### config.mk
export PLATFORM = sky130hd
export DESIGN_NAME = mwa_div
export DESIGN_NICKNAME = d
export VERILOG_FILES = /design/src/mwa_div.sv
export SDC_FILE = /design/constraint.sdc
export NUM_CORES = 1
export LEC_CHECK = 0
export BUFFER_PORTS_ARGS = -buffer_cell sky130_fd_sc_hd__buf_2
export CAP_MARGIN = 20
export CORE_ASPECT_RATIO = 0.75
export CORE_MARGIN = 4
export CORE_UTILIZATION = 35
export CTS_CLUSTER_DIAMETER = 40
export DETAILED_ROUTE_END_ITERATION = 8
export MAX_ROUTING_LAYER = met4
export PLACE_DENSITY = 0.69
export SLEW_MARGIN = 10
export SYNTH_ARGS = -nofsm -noshare
export SYNTH_HDL_FRONTEND = slang
export SYNTH_SLANG_ARGS = --single-unit
### constraint.sdc
create_clock -name clk -period 3 [get_ports clk]
set_input_delay 0.75 -clock clk [delete_from_list [all_inputs] [get_ports clk]]
set_output_delay 0.75 -clock clk [all_outputs]
set_load 0.05 [all_outputs]
### src/mwa_div.sv
// Restoring divider, one quotient bit per cycle, for the window average.
// Self-contained; used by moving_window_average.
`default_nettype none

module mwa_div #(
	parameter int DW = 48,
	parameter int VW = 9
) (
	input  wire logic          clk,
	input  wire logic          arst_n,
	input  wire logic          start,
	input  wire logic [DW-1:0] dividend,
	input  wire logic [VW-1:0] divisor,
	output logic               done,
	output logic [DW-1:0]      quot
);

	localparam int CNT_W = (DW > 1) ? $clog2(DW) : 1;

	logic             busy_q;
	logic             done_q;
	logic [CNT_W-1:0] cnt_q;
	logic [VW-1:0]    rem_q;
	logic [VW-1:0]    dvs_q;
	logic [DW-1:0]    shreg_q;

	logic [VW:0] trial;
	logic [VW:0] diff;
	logic        ge;

	always_comb begin
		trial = {rem_q, shreg_q[DW-1]};
		diff  = trial - {1'b0, dvs_q};
		ge    = (trial >= {1'b0, dvs_q});
	end

	always_ff @(posedge clk or negedge arst_n) begin
		if (!arst_n) begin
			busy_q <= 1'b0;
			done_q <= 1'b0;
			cnt_q  <= '0;
		end else begin
			done_q <= 1'b0;
			if (start) begin
				busy_q <= 1'b1;
				cnt_q  <= '0;
			end else if (busy_q) begin
				cnt_q <= cnt_q + 1'b1;
				if (cnt_q == CNT_W'(DW - 1)) begin
					busy_q <= 1'b0;
					done_q <= 1'b1;
				end
			end
		end
	end

	always_ff @(posedge clk) begin
		if (start) begin
			rem_q   <= '0;
			dvs_q   <= divisor;
			shreg_q <= dividend;
		end else if (busy_q) begin
			rem_q   <= ge ? diff[VW-1:0] : trial[VW-1:0];
			shreg_q <= {shreg_q[DW-2:0], ge};
		end
	end

	assign done = done_q;
	assign quot = shreg_q;

endmodule

`default_nettype wire

==> qor.txt <==
Status -> complete, no violations
Worst Hold Class -> input port to asynchronous set/reset pin
Synth-to-layout area growth -> 28.5%
Overall Global Routing Usage -> 14.6%
Final Total Pwr -> 0.00354 W
Via Count -> 2,441
IO Pins -> 109
Buffers on Ports -> 108
Highest metal used -> met4
Static Leak -> 1.93 nW
Vias in the first global route -> 2,560
Mapped Cells -> 253
Initial antenna violation count -> 0
Initial Util -> 36.1%
First-pass GRT wire length -> 12,500 um
ANT nets after route -> 0
Worst Setup End Kind -> flip-flop
GP Congestion -> 0.749
Post-CTS Setup Bufs -> 0
Clock skew -> 0.00558 ns
Count leader, synth -> edfxtp_1
Drt drc -> 0
RSZ-0062 raised after global routing -> no
Final Max Tran Viols -> 0
WL final -> 7850 um
DIE AREA -> 11,700 um^2
# rows -> 31
Worst Path Required -> 3.09 ns
Filler cells -> 882
Worst-Margin Slew -> 0.552 ns
Mapped Area -> 3510 um^2
Max frequency -> 370 MHz
Peak VDD IR -> 0.000326 V
Commonest cells in the synthesized netlist -> edfxtp_1, mux2_2, nor2_1
FF+latch area -> 2090 um^2
N_diodes -> 0
Share of the yosys chip area belonging to registers -> 59.6%
CP most frequent cell -> inv_1
Average wire per standard cell -> 15.6 um
Num CTS Buffers -> 9
Final hold viol count -> 0
Post-synth ARST share -> 10.8%
Total Nets Final -> 436
CTS tree -> done
Final period util -> 90.2%
Largest stage delay on the critical path -> 0.44 ns
CTS HTree Levels -> 3
Crit Path Class -> flip-flop to flip-flop
EDFF count, synth -> 57
Final Critical Period -> 2.71 ns
Resize count post-CTS -> 0
Top cell type's share of synthesized area -> 48.7%
Core Area -> 9740 um^2
Via density -> 4.86
Largest net degree at the start of global routing -> 45
CTS root buf -> clkbuf_16
Cell Chain, Critical Path -> inv_1 > ha_1 > inv_1 > fa_1 > a211oi_1 > o21a_1 > o211ai_2 > mux2_2
Flops & latches, synth -> 74
Syn_area_per_cell -> 13.9 um^2
Slowest stage cell, crit path -> a211oi_1
Met2 wire length -> 3580 um
Top cells by area, synth -> edfxtp_1, mux2_2, dfrtp_1
Max cap viols -> 0
Die width -> 124 um
Met1 WL -> 3590 um
CTS clk-pin slew, worst paths -> 0.06 ns
Detailed Routing Iterations Pass 1 -> 4
Drt first-iter violations -> 89
Met3 wire len -> 586 um
Multi-input logic area -> 1330 um^2
Worst slew margin -> 63.2%
Post-Syn Nets -> 324
Post-DP HPWL -> 5710 um
Unique cell type count in the Yosys netlist -> 41
Grt total ovfl -> 0
Clock Path Buffers -> 2
Clk sink count -> 74
CP max FO -> 8
Crit start category -> flip-flop
Die Ht -> 94.8 um
Clock Latency Late Sink -> 0.34 ns
Synth warnings -> 0
Final setup fails -> 0
Post-synth top area cell -> edfxtp_1
Layout cells sized above 1 -> 48.9%
Pwr/cell area -> 784 nW/um^2
Synth Flop Type -> edfxtp_1
Number of hold-repair buffers added at the cts stage -> 0
Data arrival time of the critical path -> 2.79 ns
Sum Neg Setup Slack -> 0 ns
critical path, delay by kind of cell, from the launching register on:
kind	cells	cell delay, ns
buf+inv	2	0.14
compound gates	3	0.98
flops	1	0.40
fa+ha+maj	2	0.57
mux	1	0.36
report_power, final:
group	total [W]	internal [W]	switching [W]
Clock	0.00107	0.000645	0.000429
Sequential	0.00135	0.00126	0.0000892
Combinational	0.00111	0.000417	0.000698
Total	0.00354	0.00233	0.00122
area by class of cell:
| type | count | share of cell area [%] |
|---|---|---|
| Sequential cell | 74 | 46.3 |
| Timing Repair Buffer | 112 | 12.9 |
| Clock inverter | 6 | 1.50 |
| Multi-Input combinational cell | 155 | 29.4 |
| Inverter | 13 | 1.08 |
| Tap cell | 132 | 3.66 |
| Clock buffer | 10 | 5.07 |
metal layers:
metal,vias up,global-route usage (%)
li1,1183,-
met1,1170,18.8
met2,79,21.0
met3,9,6.17
met4,0,4.15
met5,-,-
layout by cell type, fill, tap and decap left out, types with 2 or more instances in the layout:
| cell | count |
|---|---|
| inv_1 | 12 |
| clkinvlp_4 | 2 |
| nand2_1 | 7 |
| buf_2 | 108 |
| a311oi_1 | 3 |
| nand2b_1 | 3 |
| nand4_1 | 2 |
| a21oi_1 | 8 |
| dfrtp_1 | 8 |
| xnor2_1 | 2 |
| o21ai_0 | 2 |
| nor2_1 | 17 |
| and2_1 | 2 |
| xor2_1 | 6 |
| a211oi_1 | 7 |
| clkbuf_16 | 9 |
| nor4b_1 | 2 |
| mux2i_1 | 7 |
| clkinv_4 | 2 |
| o211ai_1 | 3 |
| edfxtp_1 | 57 |
| nand3_1 | 6 |
| buf_4 | 3 |
| ha_1 | 10 |
| mux2_2 | 48 |
| or3_1 | 3 |
| dfxtp_1 | 9 |
worst paths after layout:
check | from | to | slack [ns] | cells after the start
max | quot[47]$_DFFE_PP_ | quot[0]$_DFFE_PP_ | 0.29 | 8
min | arst_n | cnt_q[2]$_DFFE_PN0P_ | 0.24 | 1
max reg2reg | quot[47]$_DFFE_PP_ | quot[0]$_DFFE_PP_ | 0.29 | 8
min reg2reg | rem_q[2]$_SDFFE_PP0P_ | rem_q[2]$_SDFFE_PP0P_ | 0.50 | 2
max in group asynchronous | arst_n | cnt_q[3]$_DFFE_PN0P_ | 2.59 | 1
min in group clk | rem_q[2]$_SDFFE_PP0P_ | rem_q[2]$_SDFFE_PP0P_ | 0.50 | 2
through the flow:
stage                     utilization (%)  hold slack [ns]  area [um^2]  instances  setup WS, ns
after global placement               43.3            0.479         4220        486         0.401
after floorplan                         -            0.454         3510        253         0.183
final                                46.4            0.244         4510        502         0.294
after CTS                            46.4            0.235         4510        502         0.281
after global routing                 46.4            0.241         4510        502         0.169
after detailed placement             43.3            0.481         4220        486         0.310
sequential cells by signal (all words and copies together), names as in the netlist:
register / cells
busy_q: 1
dvs_q: 9
cnt_q: 6
rem_q: 9
done: 1
quot: 48
kinds of logic after synthesis:
group | after synthesis | share of synthesized area [%]
multiplexers | 55 | 17.4
XOR/XNOR | 8 | 2.00
flip-flops | 74 | 59.6
AO/OA/AOI/OAI | 33 | 6.98
buffers and inverters | 24 | 2.60
adder cells (fa/ha/maj) | 11 | 4.13
AND/OR/NAND/NOR | 48 | 7.34
No activity file was read; power rests on OpenSTA's default activity.
